===== src/hdl/ltlp_pkg.sv =====
// Shared types and constants for the lock table.
package ltlp_pkg;

  localparam int OP_W   = 2;
  localparam int KEY_W  = 32;
  localparam int ST_W   = 2;
  localparam int LIVE_W = 5;

  typedef enum logic [OP_W-1:0] {
    OP_ADD     = 2'd0,
    OP_REMOVE  = 2'd1,
    OP_PROMOTE = 2'd2,
    OP_GET     = 2'd3
  } op_t;

  typedef enum logic [ST_W-1:0] {
    ST_OK        = 2'd0,
    ST_CONFLICT  = 2'd1,
    ST_FULL      = 2'd2,
    ST_NOT_FOUND = 2'd3
  } status_t;

  typedef enum logic [2:0] {
    S_CLEAR,
    S_IDLE,
    S_HASH,
    S_PROBE,
    S_OUT
  } state_t;

endpackage


===== src/hdl/ltlp_req_if.sv =====
// Request channel: operation, key and requested lock type.
interface ltlp_req_if;
  logic                          valid;
  logic                          ready;
  logic [ltlp_pkg::OP_W-1:0]     operation;
  logic [ltlp_pkg::KEY_W-1:0]    lock_key;
  logic                          requested_type;

  modport source (output valid, operation, lock_key, requested_type, input ready);
  modport sink   (input valid, operation, lock_key, requested_type, output ready);
endinterface


===== src/hdl/ltlp_rsp_if.sv =====
// Response channel: status, held type and live entry count.
interface ltlp_rsp_if;
  logic                          valid;
  logic                          ready;
  logic [ltlp_pkg::ST_W-1:0]     status;
  logic                          held_type;
  logic [ltlp_pkg::LIVE_W-1:0]   live_count;
  logic                          is_empty;
  logic                          is_full;

  modport source (output valid, status, held_type, live_count, is_empty, is_full,
                  input ready);
  modport sink   (input valid, status, held_type, live_count, is_empty, is_full,
                  output ready);
endinterface


===== src/hdl/ltlp_slot_ram.sv =====
// Slot memory: one write port, one read port with registered read data.
module ltlp_slot_ram #(
  parameter int DEPTH = 16,
  parameter int WIDTH = 35
) (
  input  logic                     clk,
  input  logic                     we,
  input  logic [$clog2(DEPTH)-1:0] waddr,
  input  logic [WIDTH-1:0]         wdata,
  input  logic [$clog2(DEPTH)-1:0] raddr,
  output logic [WIDTH-1:0]         rdata
);

  logic [WIDTH-1:0] mem [DEPTH];

  always_ff @(posedge clk) begin
    if (we) begin
      mem[waddr] <= wdata;
    end
  end

  always_ff @(posedge clk) begin
    rdata <= mem[raddr];
  end

endmodule


===== src/hdl/ltlp_hash.sv =====
// Home slot unit: key modulo SLOTS, a mask when SLOTS is 2^n, else a reciprocal multiply.
module ltlp_hash #(
  parameter int SLOTS = 16,
  parameter int KB    = 32
) (
  input  logic                     clk,
  input  logic                     rst,
  input  logic                     start,
  input  logic [KB-1:0]            key,
  output logic                     done,
  output logic [$clog2(SLOTS)-1:0] home
);

  localparam int          IDXW    = $clog2(SLOTS);
  localparam bit          POW2    = (SLOTS & (SLOTS - 1)) == 0;
  localparam logic [31:0] RECIP   = 32'((64'd1 << 32) / 64'(SLOTS));
  localparam logic [31:0] DIVISOR = 32'(SLOTS);

  logic            busy;
  logic [1:0]      step;
  logic [31:0]     kreg;
  logic [31:0]     quo;
  logic [31:0]     mul_a, mul_b;
  logic [63:0]     mul_p;
  logic [IDXW:0]   diff;
  logic [IDXW-1:0] rem_next;

  // shared multiplier: quotient estimate first, then quotient times SLOTS
  always_comb begin
    if (step == 2'd0) begin
      mul_a = kreg;
      mul_b = RECIP;
    end else begin
      mul_a = quo;
      mul_b = DIVISOR;
    end
    mul_p = 64'(mul_a) * 64'(mul_b);
  end

  // estimate is low by at most one, so one compare and subtract finishes it
  always_comb begin
    if (diff >= (IDXW+1)'(SLOTS)) begin
      rem_next = IDXW'(diff - (IDXW+1)'(SLOTS));
    end else begin
      rem_next = IDXW'(diff);
    end
  end

  always_ff @(posedge clk) begin
    if (rst) begin
      busy <= 1'b0;
      done <= 1'b0;
    end else begin
      done <= 1'b0;
      if (start) begin
        if (POW2) begin
          done <= 1'b1;
        end else begin
          busy <= 1'b1;
        end
      end else if (busy && step == 2'd2) begin
        busy <= 1'b0;
        done <= 1'b1;
      end
    end
  end

  always_ff @(posedge clk) begin
    if (start) begin
      kreg <= 32'(key);
      step <= '0;
      home <= IDXW'(key);
    end else if (busy) begin
      step <= step + 2'd1;
      if (step == 2'd0) begin
        quo <= mul_p[63:32];
      end
      if (step == 2'd1) begin
        diff <= kreg[IDXW:0] - mul_p[IDXW:0];
      end
      if (step == 2'd2) begin
        home <= rem_next;
      end
    end
  end

endmodule


===== src/hdl/lock_table_linear_probe.sv =====
// Lock table: open-addressed hash table with linear probing and tombstones.
//
// req (sink): operation, lock_key, requested_type. rsp (source): status,
// held_type, live_count, is_empty, is_full. A transfer happens on valid & ready.
// One request is handled at a time; req.ready is high only while idle.
// From request transfer to rsp.valid: a hash phase (a mask when SLOTS is a
// power of two, else a reciprocal multiply, a multiply back and a compare
// and subtract on one shared multiplier), then one cycle per probed slot
// (1..SLOTS, one read of the slot memory each), then the load of the output
// register once it is free. An add to a full table skips hashing and
// probing. The next request is taken the cycle after the result is loaded.
// Reset runs a clearing pass over every slot of the slot memory; req.ready
// stays low until it ends. A result waits in the output register while rsp is
// stalled; the next request may be taken meanwhile and holds at its own end
// until the register is free.
module lock_table_linear_probe #(
  parameter int SLOTS    = 16,
  parameter int KEY_BITS = 32
) (
  input  logic clk,
  input  logic rst,
  ltlp_req_if.sink   req,
  ltlp_rsp_if.source rsp
);

  localparam int KB   = (KEY_BITS < ltlp_pkg::KEY_W) ? KEY_BITS : ltlp_pkg::KEY_W;
  localparam int IDXW = $clog2(SLOTS);
  localparam int CNTW = $clog2(SLOTS + 1);

  typedef struct packed {
    logic          used;
    logic          deleted;
    logic          ltype;
    logic [KB-1:0] key;
  } slot_t;

  localparam int SW = $bits(slot_t);

  ltlp_pkg::state_t  state, state_next;
  ltlp_pkg::op_t     op;
  logic [KB-1:0]     key;
  logic              rtype;
  logic [IDXW-1:0]   probe, probe_next;
  logic [CNTW-1:0]   pcnt, pcnt_next;
  logic [CNTW-1:0]   count, count_next;
  ltlp_pkg::status_t res_status, res_status_next;
  logic              res_held, res_held_next;
  logic              res_load;

  logic              out_valid;
  ltlp_pkg::status_t out_status;
  logic              out_held;
  logic [CNTW-1:0]   out_count;

  logic              we;
  logic [IDXW-1:0]   waddr, raddr;
  slot_t             wdata, rd;
  logic [SW-1:0]     rdata;
  logic              hstart, hdone;
  logic [IDXW-1:0]   hhome;
  logic              accept, out_free;
  logic              slot_free, slot_hit, last_probe, probe_end;
  logic [IDXW-1:0]   probe_inc;

  ltlp_slot_ram #(.DEPTH(SLOTS), .WIDTH(SW)) u_ram (
    .clk   (clk),
    .we    (we),
    .waddr (waddr),
    .wdata (wdata),
    .raddr (raddr),
    .rdata (rdata)
  );

  ltlp_hash #(.SLOTS(SLOTS), .KB(KB)) u_hash (
    .clk   (clk),
    .rst   (rst),
    .start (hstart),
    .key   (req.lock_key[KB-1:0]),
    .done  (hdone),
    .home  (hhome)
  );

  assign req.ready      = (state == ltlp_pkg::S_IDLE);
  assign accept         = req.valid && req.ready;
  assign out_free       = !out_valid || rsp.ready;
  assign rd             = slot_t'(rdata);
  assign probe_inc      = (probe == IDXW'(SLOTS - 1)) ? '0 : probe + IDXW'(1);
  assign slot_free      = !rd.used || rd.deleted;
  assign slot_hit       = rd.used && !rd.deleted && (rd.key == key);
  assign last_probe     = (pcnt == CNTW'(SLOTS - 1));

  assign rsp.valid      = out_valid;
  assign rsp.status     = out_status;
  assign rsp.held_type  = out_held;
  assign rsp.live_count = ltlp_pkg::LIVE_W'(out_count);
  assign rsp.is_empty   = (out_count == '0);
  assign rsp.is_full    = (out_count == CNTW'(SLOTS));

  always_ff @(posedge clk) begin
    if (rst) begin
      state <= ltlp_pkg::S_CLEAR;
    end else begin
      state <= state_next;
    end
  end

  always_comb begin
    state_next      = state;
    probe_next      = probe;
    pcnt_next       = pcnt;
    count_next      = count;
    res_status_next = res_status;
    res_held_next   = res_held;
    res_load        = 1'b0;
    hstart          = 1'b0;
    we              = 1'b0;
    waddr           = probe;
    wdata           = rd;
    raddr           = probe;
    probe_end       = 1'b0;
    unique case (state)
      ltlp_pkg::S_CLEAR: begin
        we           = 1'b1;
        wdata        = '0;
        probe_next   = probe_inc;
        if (probe == IDXW'(SLOTS - 1)) begin
          state_next = ltlp_pkg::S_IDLE;
        end
      end
      ltlp_pkg::S_IDLE: begin
        if (accept) begin
          if (ltlp_pkg::op_t'(req.operation) == ltlp_pkg::OP_ADD &&
              count == CNTW'(SLOTS)) begin
            res_status_next = ltlp_pkg::ST_FULL;
            res_held_next   = 1'b0;
            state_next      = ltlp_pkg::S_OUT;
          end else begin
            hstart     = 1'b1;
            state_next = ltlp_pkg::S_HASH;
          end
        end
      end
      ltlp_pkg::S_HASH: begin
        if (hdone) begin
          raddr      = hhome;
          probe_next = hhome;
          pcnt_next  = '0;
          state_next = ltlp_pkg::S_PROBE;
        end
      end
      ltlp_pkg::S_PROBE: begin
        res_held_next = 1'b0;
        if (op == ltlp_pkg::OP_ADD) begin
          priority if (slot_free) begin
            we              = 1'b1;
            wdata.used      = 1'b1;
            wdata.deleted   = 1'b0;
            wdata.ltype     = rtype;
            wdata.key       = key;
            count_next      = count + CNTW'(1);
            res_status_next = ltlp_pkg::ST_OK;
            probe_end       = 1'b1;
          end else if (slot_hit) begin
            res_status_next = ltlp_pkg::ST_CONFLICT;
            probe_end       = 1'b1;
          end else if (last_probe) begin
            res_status_next = ltlp_pkg::ST_FULL;
            probe_end       = 1'b1;
          end else begin
            probe_end       = 1'b0;
          end
        end else begin
          priority if (!rd.used) begin
            res_status_next = ltlp_pkg::ST_NOT_FOUND;
            probe_end       = 1'b1;
          end else if (slot_hit) begin
            res_status_next = ltlp_pkg::ST_OK;
            probe_end       = 1'b1;
            unique case (op)
              ltlp_pkg::OP_REMOVE: begin
                we            = 1'b1;
                wdata.deleted = 1'b1;
                if (count != '0) begin
                  count_next  = count - CNTW'(1);
                end
              end
              ltlp_pkg::OP_PROMOTE: begin
                we          = 1'b1;
                wdata.ltype = 1'b1;
              end
              ltlp_pkg::OP_GET: begin
                res_held_next = rd.ltype;
              end
              default: begin
                we = 1'b0;
              end
            endcase
          end else if (last_probe) begin
            res_status_next = ltlp_pkg::ST_NOT_FOUND;
            probe_end       = 1'b1;
          end else begin
            probe_end       = 1'b0;
          end
        end
        if (probe_end) begin
          state_next = ltlp_pkg::S_OUT;
        end else begin
          raddr      = probe_inc;
          probe_next = probe_inc;
          pcnt_next  = pcnt + CNTW'(1);
        end
      end
      ltlp_pkg::S_OUT: begin
        if (out_free) begin
          res_load   = 1'b1;
          state_next = ltlp_pkg::S_IDLE;
        end
      end
      default: begin
        state_next = ltlp_pkg::S_IDLE;
      end
    endcase
  end

  always_ff @(posedge clk) begin
    if (rst) begin
      probe     <= '0;
      pcnt      <= '0;
      count     <= '0;
      out_valid <= 1'b0;
    end else begin
      probe <= probe_next;
      pcnt  <= pcnt_next;
      count <= count_next;
      if (res_load) begin
        out_valid <= 1'b1;
      end else if (rsp.ready) begin
        out_valid <= 1'b0;
      end
    end
  end

  always_ff @(posedge clk) begin
    res_status <= res_status_next;
    res_held   <= res_held_next;
    if (accept) begin
      op    <= ltlp_pkg::op_t'(req.operation);
      key   <= req.lock_key[KB-1:0];
      rtype <= req.requested_type;
    end
    if (res_load) begin
      out_status <= res_status;
      out_held   <= res_held;
      out_count  <= count;
    end
  end

`ifndef SYNTH
  a_count_bound: assert property (@(posedge clk) disable iff (rst)
    count <= CNTW'(SLOTS))
    else $error("live count above capacity");

  a_probe_bound: assert property (@(posedge clk) disable iff (rst)
    state == ltlp_pkg::S_PROBE |-> pcnt < CNTW'(SLOTS))
    else $error("probe run past one full wrap");

  a_hash_done: assert property (@(posedge clk) disable iff (rst)
    hdone |-> state == ltlp_pkg::S_HASH)
    else $error("hash result outside hash phase");

  a_count_change: assert property (@(posedge clk) disable iff (rst)
    !$stable(count) |-> $past(state) == ltlp_pkg::S_PROBE)
    else $error("live count changed outside a probe decision");

  a_idle_no_write: assert property (@(posedge clk) disable iff (rst)
    state == ltlp_pkg::S_IDLE |-> !we)
    else $error("slot memory written while idle");
`endif

endmodule


===== src/flat_wrapper.sv =====
// flat-port wrapper written by rule: the top's interface ports become plain ports
module lock_table_linear_probe_flat 
#(
  parameter int SLOTS    = 16,
  parameter int KEY_BITS = 32
)
  (clk, rst, req_valid, req_operation, req_lock_key, req_requested_type, req_ready, rsp_valid, rsp_status, rsp_held_type, rsp_live_count, rsp_is_empty, rsp_is_full, rsp_ready);
  ltlp_req_if req_i ();
  ltlp_rsp_if rsp_i ();
  input  logic clk;
  input  logic rst;
  input wire logic [$bits(req_i.valid)-1:0] req_valid;
  input wire logic [$bits(req_i.operation)-1:0] req_operation;
  input wire logic [$bits(req_i.lock_key)-1:0] req_lock_key;
  input wire logic [$bits(req_i.requested_type)-1:0] req_requested_type;
  output wire logic [$bits(req_i.ready)-1:0] req_ready;
  output wire logic [$bits(rsp_i.valid)-1:0] rsp_valid;
  output wire logic [$bits(rsp_i.status)-1:0] rsp_status;
  output wire logic [$bits(rsp_i.held_type)-1:0] rsp_held_type;
  output wire logic [$bits(rsp_i.live_count)-1:0] rsp_live_count;
  output wire logic [$bits(rsp_i.is_empty)-1:0] rsp_is_empty;
  output wire logic [$bits(rsp_i.is_full)-1:0] rsp_is_full;
  input wire logic [$bits(rsp_i.ready)-1:0] rsp_ready;
  assign req_i.valid = req_valid;
  assign req_i.operation = req_operation;
  assign req_i.lock_key = req_lock_key;
  assign req_i.requested_type = req_requested_type;
  assign req_ready = req_i.ready;
  assign rsp_valid = rsp_i.valid;
  assign rsp_status = rsp_i.status;
  assign rsp_held_type = rsp_i.held_type;
  assign rsp_live_count = rsp_i.live_count;
  assign rsp_is_empty = rsp_i.is_empty;
  assign rsp_is_full = rsp_i.is_full;
  assign rsp_i.ready = rsp_ready;
  lock_table_linear_probe #(.SLOTS(SLOTS), .KEY_BITS(KEY_BITS)) u_core (.clk(clk), .rst(rst), .req(req_i), .rsp(rsp_i));
endmodule

===== config.mk =====
export PLATFORM = sky130hd
export DESIGN_NAME = lock_table_linear_probe_flat
export DESIGN_NICKNAME = d
export VERILOG_FILES = /design/src/hdl/ltlp_pkg.sv /design/src/hdl/ltlp_req_if.sv /design/src/hdl/ltlp_rsp_if.sv /design/src/hdl/ltlp_slot_ram.sv /design/src/hdl/ltlp_hash.sv /design/src/hdl/lock_table_linear_probe.sv /design/src/flat_wrapper.sv
export SDC_FILE = /design/constraint.sdc
export NUM_CORES = 1
export LEC_CHECK = 0
export BUFFER_PORTS_ARGS = -buffer_cell sky130_fd_sc_hd__buf_2
export CAP_MARGIN = 40
export CORE_MARGIN = 2
export CORE_UTILIZATION = 58
export CTS_BUF_LIST = sky130_fd_sc_hd__clkbuf_8
export DETAILED_ROUTE_END_ITERATION = 10
export GPL_ROUTABILITY_DRIVEN = 0
export GPL_TIMING_DRIVEN = 0
export PLACE_DENSITY = 0.79
export SETUP_SLACK_MARGIN = 0.15
export SLEW_MARGIN = 10
export SYNTH_ARGS = -nofsm -noshare
export SYNTH_HDL_FRONTEND = slang
export SYNTH_HIERARCHICAL = 1
export SYNTH_SLANG_ARGS = --single-unit

===== constraint.sdc =====
create_clock -name clk -period 5.6 [get_ports clk]
set_input_delay 0.56 -clock clk [delete_from_list [all_inputs] [get_ports clk]]
set_output_delay 0.56 -clock clk [all_outputs]
set_load 0.1 [all_outputs]

==> run_results.csv, run 1 <==
group,metric,value,unit
run_status,outcome,"completed",
sta,hold_violations,0,
sta,period_needed,5140,ps
clock_network,cts_sinks,664,
detailed_routing,drc,0,
layout,drive_gt1_share,23.7,%
power_and_ir_drop,switching_share,29.9,%
sta,setup_viol,0,
place,hpwl,39500,um
sta,slew_violations,0,
synthesis,syn_nets,1366,
flow_run,maxCapViolations,0,
detailed_routing,drt-total-wl,60100,um
sta,finalClockSkew,28.0,ps
power_and_ir_drop,clock_power_share,25.7,%
critical_path,arrival,5500,ps
floorplan,start_util,58.6,%
global_route,grt.overflow.total,0,
power_and_ir_drop,p_int,0.00992,W
detailed_routing,ant_nets,0,
synthesis,netlist_area,25800,um2
synthesis,ys.warnings.count,6,
clock_network,htree_levels,3,
power_and_ir_drop,vdd_drop_max,313,uV
sta,min_period_over_period,91.8,%
layout,nets,1594,
floorplan,fp.dieH,215,um
global_route,grt_max_degree,25,
sta,tns,0,ps
sta,slew_headroom,34.0,%
clock_network,numCtsBuffers,102,
layout,nFillCells,2779,
floorplan,ios,51,
sta,max_freq,195,MHz
synthesis,synthCells,1316,
critical_path,critical_path_buf_inv_count,3,
critical_path,crit_required,5960,ps
synthesis,ys.flop_type,"edfxtp_1",
worst_hold_path,hold_path.class,"in2reg",
clock_network,cts-root-buf,"clkbuf_8",
critical_path,cp-end-kind,"register",
global_route,grt_pass1_wl,89000,um
critical_path,crit_chain,"xnor2_1 > nand4_1 > nor4_4 > nand2_1 > nor3_1 > nand3_1 > o211ai_1 > or3b_2 > nor3_4 > buf_4 > buf_8 > buf_4",
global_route,grt_pass1_vias,14300,
critical_path,path_common_cell,"buf_4",
floorplan,die_x,215,um
clock_network,cts_tree,"yes",
synthesis,yosysUniqueCellTypes,55,
place,numPortBuffers,50,
power_and_ir_drop,comb_power_share,26.5,%
power_and_ir_drop,p_switching,0.00422,W
global_route,antenna_found_initial,0,
synthesis,async_flop_share,0,%
synthesis,yosys_register_bits,664,
critical_path,cp_slowest_cell,"or3b_2",
sta,rsz0062_at_grt,"no",
synthesis,syn_avg_cell_area,19.6,um2
global_route,track_usage,26.5,%
clock_network,cts_buffer_depth,3,
critical_path,critPathMaxFanout,9,
critical_path,start_kind,"register",
floorplan,core_area,44100,um2
critical_path,critPathKind,"reg2reg",
sta,worstMarginPinSlew,984,ps
clock_network,clkLatencyLatePin,680,ps
detailed_routing,first_iter_violations,1819,
detailed_routing,vias_per_cell,6.33,
detailed_routing,first_pass_iters,8,
critical_path,critPathTopFamily,"simple AND/OR/NAND/NOR gates",
detailed_routing,wire_per_inst,27.2,um
clock_network,cts_hold_buffers,0,
clock_network,clk_pin_slew,60,ps
layout,antenna_cells,0,
floorplan,rows,77,
floorplan,die_area,46300,um2
critical_path,cpPeakStageDelay,630,ps
layout,post-route-util,67.2,%
clock_network,cts_setup_buffers,0,
power_and_ir_drop,power_frac_seq,47.9,%
synthesis,synth_edf_count,610,
detailed_routing,num_vias,14000,
power_and_ir_drop,leakagePower,10.1,nW
synthesis,ys_seq_area_share,75.1,%
layout,syn_to_final_growth,14.8,%
power_and_ir_drop,p_per_area,477,nW/um2
==> cell type report <==
class                   count  area [um2]  area share (%)
flip-flops and latches    664       19400            65.4
multi-input cells         574        6070            20.4
clock buffers             110        1510            5.10
repair buffers            124        1140            3.85
well taps                 592         741            2.50
plain buffers              66         454            1.53
clock inverters            71         309            1.04
inverters                  12        45.0           0.152
==> flip-flops by register name, indices dropped and copies added (netlist names) <==
| name | count |
|---|---|
| u_core/state | 3 |
| u_core/rsp.held_type | 1 |
| u_core/probe | 4 |
| u_core/op | 2 |
| u_core/rtype | 1 |
| u_core/rsp.status | 2 |
| u_core/u_hash/done | 1 |
| u_core/res_held | 1 |
| u_core/pcnt | 5 |
| u_core/u_ram/rdata | 35 |
| u_core/count | 5 |
| u_core/u_ram/mem | 560 |
| u_core/rsp.live_count | 5 |
| u_core/u_hash/home | 4 |
| u_core/key | 32 |
| u_core/res_status | 2 |
| u_core/rsp.valid | 1 |
==> timing repair <==
item / CTS / global route
hold endpoints to repair: 0 / 0
endpoints found under the setup margin: 0 / 9
gates resized for setup: 0 / 1
==> cell usage after synthesis, types with 3 or more instances <==
cell type  number  area (um2)
nor2_1         34         128
edfxtp_1      610       18300
dfxtp_1        54        1080
and2_1          3        18.8
buf_12         11         220
nand2_1       124         465
nand3_1        11        55.1
a31oi_1         5        31.3
nand4_1         8        50.1
nor3_1         15        75.1
mux4_2         83        1870
a211oi_1        3        22.5
mux4_1         57        1500
inv_1          11        41.3
a21o_1          4        30.0
ha_1           10         125
or3_1           3        18.8
xor2_1          3        26.3
nand2b_1        6        37.5
mux2i_1         3        30.0
nor2b_1         5        31.3
a21oi_1        17        85.1
a22oi_1        70         526
xnor2_1        35         307
and3_1          4        25.0
buf_1           3        11.3
clkbuf_1       35         131
buf_2          16        80.1
o21ai_0        43         215
==> metrics by stage <==
stage | power (W) | instances | hold WS (ps) | setup WS (ps) | area [um2]
finish | 0.0141 | 2213 | 60.7 | 460 | 29700
global route | 0.0146 | 2213 | 29.3 | 291 | 29700
CTS | 0.0141 | 2207 | 23.0 | 361 | 29600
detailed placement | 0.0105 | 2026 | 405 | 399 | 27800
global placement | 0.0101 | 1958 | 403 | -3260 | 26800
floorplan | 0.00919 | 1316 | 400 | 358 | 25800
==> cell families (layout without fill, tap and decap cells) <==
kind of cell,after synthesis,count (layout),share of synthesized area (%)
simple gates,224,224,3.97
fa+ha+maj,11,11,0.562
flops,664,664,75.1
buf+inv,78,383,1.93
mux,144,144,13.2
compound gates,157,157,4.00
xor+xnor,38,38,1.29
==> cells in the final DEF (no fill, tap or decap), drive strengths merged, types with 4 or more instances in the layout <==
cell type and n:
edfxtp 610, buf 155, clkbuf 145, mux4 140, nand2 124, a22oi 70
dfxtp 54, o21ai 45, clkinv 45, inv 37, xnor2 35, nor2 34
a21oi 17, nor3 15, nand3 11, ha 10, nand4 8, nand2b 6
nor2b 6, a31oi 5, and3 4, a21o 4
==> power groups by stage <==
| stage | combinational, W | sequential, W | clock (W) |
|---|---|---|---|
| after floorplan | 0.00241 | 0.00678 | 0 |
| after global placement | 0.00327 | 0.00687 | 0 |
| after detailed placement | 0.00368 | 0.00686 | 0 |
| after CTS | 0.00370 | 0.00676 | 0.00368 |
| after global routing | 0.00393 | 0.00682 | 0.00387 |
| final | 0.00375 | 0.00677 | 0.00363 |
==> path summary, 6_finish.rpt <==
check | startpoint | endpoint | depth (start not counted) | slack (ps)
max reg2reg | u_core/key[6] | u_core/u_ram/mem[0][18] | 12 | 460
min reg2reg | u_core/res_status[1] | u_core/rsp.status[1] | 0 | 420
max | u_core/key[6] | u_core/u_ram/mem[0][18] | 12 | 460
min | req_lock_key[26] | u_core/key[26] | 1 | 60
==> metal layers <==
metal | vias up | routed length (um) | GRT usage, % | share of wire, %
li1 | 5861 | - | - | -
met1 | 7130 | 22200 | 35.4 | 37
met2 | 862 | 29700 | 43.2 | 49
met3 | 147 | 6250 | 5.89 | 10
met4 | 0 | 2010 | 10.1 | 3.3
met5 | - | 0 | 0 | 0
Note: power is estimated with default switching activity, not from simulation.
==> inputs of run 2 (changes only) <==
--- a/config.mk
+++ b/config.mk
@@ -8,15 +8,16 @@
 export BUFFER_PORTS_ARGS = -buffer_cell sky130_fd_sc_hd__buf_2
 export CAP_MARGIN = 40
+export CELL_PAD_IN_SITES_DETAIL_PLACEMENT = 0
+export CELL_PAD_IN_SITES_GLOBAL_PLACEMENT = 2
 export CORE_MARGIN = 2
-export CORE_UTILIZATION = 58
+export CORE_UTILIZATION = 44
 export CTS_BUF_LIST = sky130_fd_sc_hd__clkbuf_8
 export DETAILED_ROUTE_END_ITERATION = 10
 export GPL_ROUTABILITY_DRIVEN = 0
 export GPL_TIMING_DRIVEN = 0
-export PLACE_DENSITY = 0.79
+export PLACE_DENSITY = 0.8
 export SETUP_SLACK_MARGIN = 0.15
 export SLEW_MARGIN = 10
 export SYNTH_ARGS = -nofsm -noshare
 export SYNTH_HDL_FRONTEND = slang
-export SYNTH_HIERARCHICAL = 1
 export SYNTH_SLANG_ARGS = --single-unit
==> constraint.sdc (replaced) <==
create_clock -name clk -period 5.6 [get_ports clk]
set_input_delay 1.68 -clock clk [delete_from_list [all_inputs] [get_ports clk]]
set_output_delay 1.68 -clock clk [all_outputs]
set_load 0.1 [all_outputs]
==> run 2 against run 1 <==
Net effect:
- design area is 3.8% higher
- register-to-register slack better by 400 ps
- count of clock-buffer cells in the layout is 3 higher
- via count is 16% higher
- power is 27% lower
- clock power is 9.6% higher
- critical path type unchanged
- largest power group unchanged
==> run_results.csv, run 2 <==
group,metric,value,unit
clock_network,cts-root-buf,"clkbuf_8",
place,hpwl,48500,um
detailed_routing,first_iter_violations,1501,
sta,period_needed,4740,ps
floorplan,fp.dieH,251,um
power_and_ir_drop,vdd_drop_max,217,uV
layout,largestRegisters,"u_core.u_ram.mem: 560 flops, u_core.u_ram.rdata: 35 flops, u_core.key: 32 flops",
critical_path,cpPeakStageDelay,660,ps
sta,worstMarginPinSlew,1070,ps
power_and_ir_drop,p_total,0.0104,W
clock_network,post_cts_resize_count,0,
global_route,grt_pass1_vias,16100,
clock_network,clk_pin_slew,60,ps
layout,nFillCells,5053,
critical_path,start_kind,"register",
floorplan,die_x,251,um
detailed_routing,num_vias,16200,
layout,regMostFlops,"u_core.u_ram.mem",
critical_path,cp-end-kind,"register",
critical_path,path_common_cell,"nand4_1",
power_and_ir_drop,leakagePower,12.0,nW
synthesis,netlist_area,26900,um2
global_route,grt.overflow.total,0,
detailed_routing,first_pass_iters,6,
layout,largest_reg_flops,560,
clock_network,clkLatencyLatePin,730,ps
synthesis,syn_nets,1781,
flow_run,maxCapViolations,0,
synthesis,yosysUniqueCellTypes,63,
power_and_ir_drop,p_int,0.00785,W
global_route,antenna_found_initial,2,
clock_network,cts_setup_buffers,0,
critical_path,cp_slowest_cell,"clkbuf_1",
detailed_routing,ant_nets,0,
synthesis,syn_avg_cell_area,15.5,um2
synthesis,async_flop_share,0,%
synthesis,synth_area_leaders,"edfxtp_1 (68%), mux2i_1 (6.2%), dfxtp_1 (4.0%)",
synthesis,netlist.top_cell.by_area,"edfxtp_1",
sta,hold_violations,0,
floorplan,die_area,63100,um2
detailed_routing,drc,0,
synthesis,ys.warnings.count,0,
worst_hold_path,hold_path.class,"reg2reg",
global_route,grt_pass1_wl,108000,um
clock_network,cts_hold_buffers,0,
floorplan,start_util,44.5,%
synthesis,yosysMostFrequentCell,"edfxtp_1",
sta,setup_viol,0,
power_and_ir_drop,power_frac_seq,53.5,%
layout,drive_gt1_share,22.0,%
critical_path,crit_chain,"xor2_1 > nor4_1 > nand4_1 > nor3_4 > nor3_2 > a221oi_4 > buf_4 > clkbuf_1 > o2111ai_1 > nand4_1",
detailed_routing,vias_per_cell,5.74,
power_and_ir_drop,p_switching,0.00253,W
clock_network,cts_tree,"yes",
sta,rsz0062_at_grt,"no",
clock_network,htree_levels,3,
sta,max_freq,211,MHz
critical_path,critPathKind,"reg2reg",
synthesis,synth_top_area_share,68.2,%
synthesis,yosys_register_bits,664,
sta,slew_violations,0,
floorplan,ios,51,
floorplan,core_area,60400,um2
critical_path,critPathMaxFanout,10,
power_and_ir_drop,switching_share,24.4,%
clock_network,cts_sinks,664,
global_route,grt_max_degree,36,
detailed_routing,wire_per_inst,26.4,um
layout,layout_common_cells,"edfxtp_1 (610), nand2_1 (245), mux2i_1 (167), clkbuf_8 (113), buf_2 (108)",
power_and_ir_drop,p_per_area,337,nW/um2
synthesis,synthCells,1728,
global_route,track_usage,23.7,%
place,numPortBuffers,49,
clock_network,cts_buffer_depth,3,
sta,hold_slack,434,ps
critical_path,critPathTopFamily,"simple AND/OR/NAND/NOR gates",
clock_network,numCtsBuffers,106,
critical_path,crit_required,6160,ps
layout,nets,2006,
synthesis,synth_common_cells,"edfxtp_1 (610), nand2_1 (245), mux2i_1 (167)",
sta,finalClockSkew,57.0,ps
synthesis,ys.flop_type,"edfxtp_1",
run_status,outcome,"completed",
critical_path,critical_path_buf_inv_count,2,
layout,final_common_cell,"edfxtp_1",
sta,slew_headroom,28.0,%
synthesis,synth_edf_count,610,
layout,syn_to_final_growth,14.6,%
power_and_ir_drop,clock_power_share,38.3,%
detailed_routing,drt-total-wl,74700,um
sta,min_period_over_period,84.7,%
critical_path,arrival,5300,ps
synthesis,ys_seq_area_share,72.2,%
power_and_ir_drop,comb_power_share,8.2,%
floorplan,rows,90,
## run 2: cell families (layout without fill, tap and decap cells)
group | count (synthesis) | after routing | synth area share [%]
other cells | 0 | 1 | 0
simple gates | 375 | 375 | 6.21
fa+ha+maj | 14 | 14 | 0.680
flops | 664 | 664 | 72.2
xor+xnor | 40 | 40 | 1.30
compound gates | 259 | 259 | 7.40
buf+inv | 116 | 432 | 2.10
mux | 260 | 260 | 10.1
## run 2: per-stage QoR
step	std cells	setup WS [ps]	util, %	setup TNS, ps	area, um2
finish	2827	857	51.0	0	30800
global route	2827	752	51.0	0	30800
CTS	2820	896	51.0	0	30800
detailed placement	2621	956	47.6	0	28700
global placement	2559	-5930	46.5	-623320	28100
floorplan	1728	-70.7	-	-7420	26900
## run 2: worst paths after layout
check / start / end / slack, ps / cells past startpoint
max: u_core.key[28] / u_core.u_ram.rdata[32] / 860 / 10
min: u_core.res_status[0] / u_core.rsp.status[0] / 430 / 0
max reg2reg: u_core.key[28] / u_core.u_ram.rdata[32] / 860 / 10
min reg2reg: u_core.res_status[0] / u_core.rsp.status[0] / 430 / 0
## run 2: routing by layer
metal  share of wire, %  vias to the layer above  GRT usage, %  wire (um)
met4                3.1                        2          8.10       2340
met2                 47                      693          38.5      35400
met3                7.1                      155          4.10       5330
met1                 42                     8204          32.4      31600
li1                   -                     7161             -          -
met5              0.017                        -             0         13
## run 2: layout make-up
cell class / count / area, um2 / area share [%]
multi-input cells: 948 / 6960 / 22.6
well taps: 782 / 978 / 3.18
flip-flops and latches: 664 / 19400 / 63.0
clock buffers: 113 / 1560 / 5.05
diodes: 1 / 2.50 / 0.00812
inverters: 13 / 48.8 / 0.158
clock inverters: 86 / 472 / 1.53
repair buffers: 117 / 880 / 2.86
plain buffers: 103 / 514 / 1.67
## run 2: power by group through the flow
stage	combinational, W	sequential, W	clock (W)
floorplan	0.000526	0.00565	0
global placement	0.000810	0.00566	0
detailed placement	0.000841	0.00566	0
CTS	0.000845	0.00556	0.00403
global route	0.000893	0.00556	0.00424
finish	0.000847	0.00556	0.00398
## run 2: worst register-to-register path, stage by stage (launching register included)
cell and delay [ps]:
edfxtp_1 460, xor2_1 280, nor4_1 590, nand4_1 480, nor3_4 600, nor3_2 230, a221oi_4 460, buf_4 300
clkbuf_1 670, o2111ai_1 220, nand4_1 300
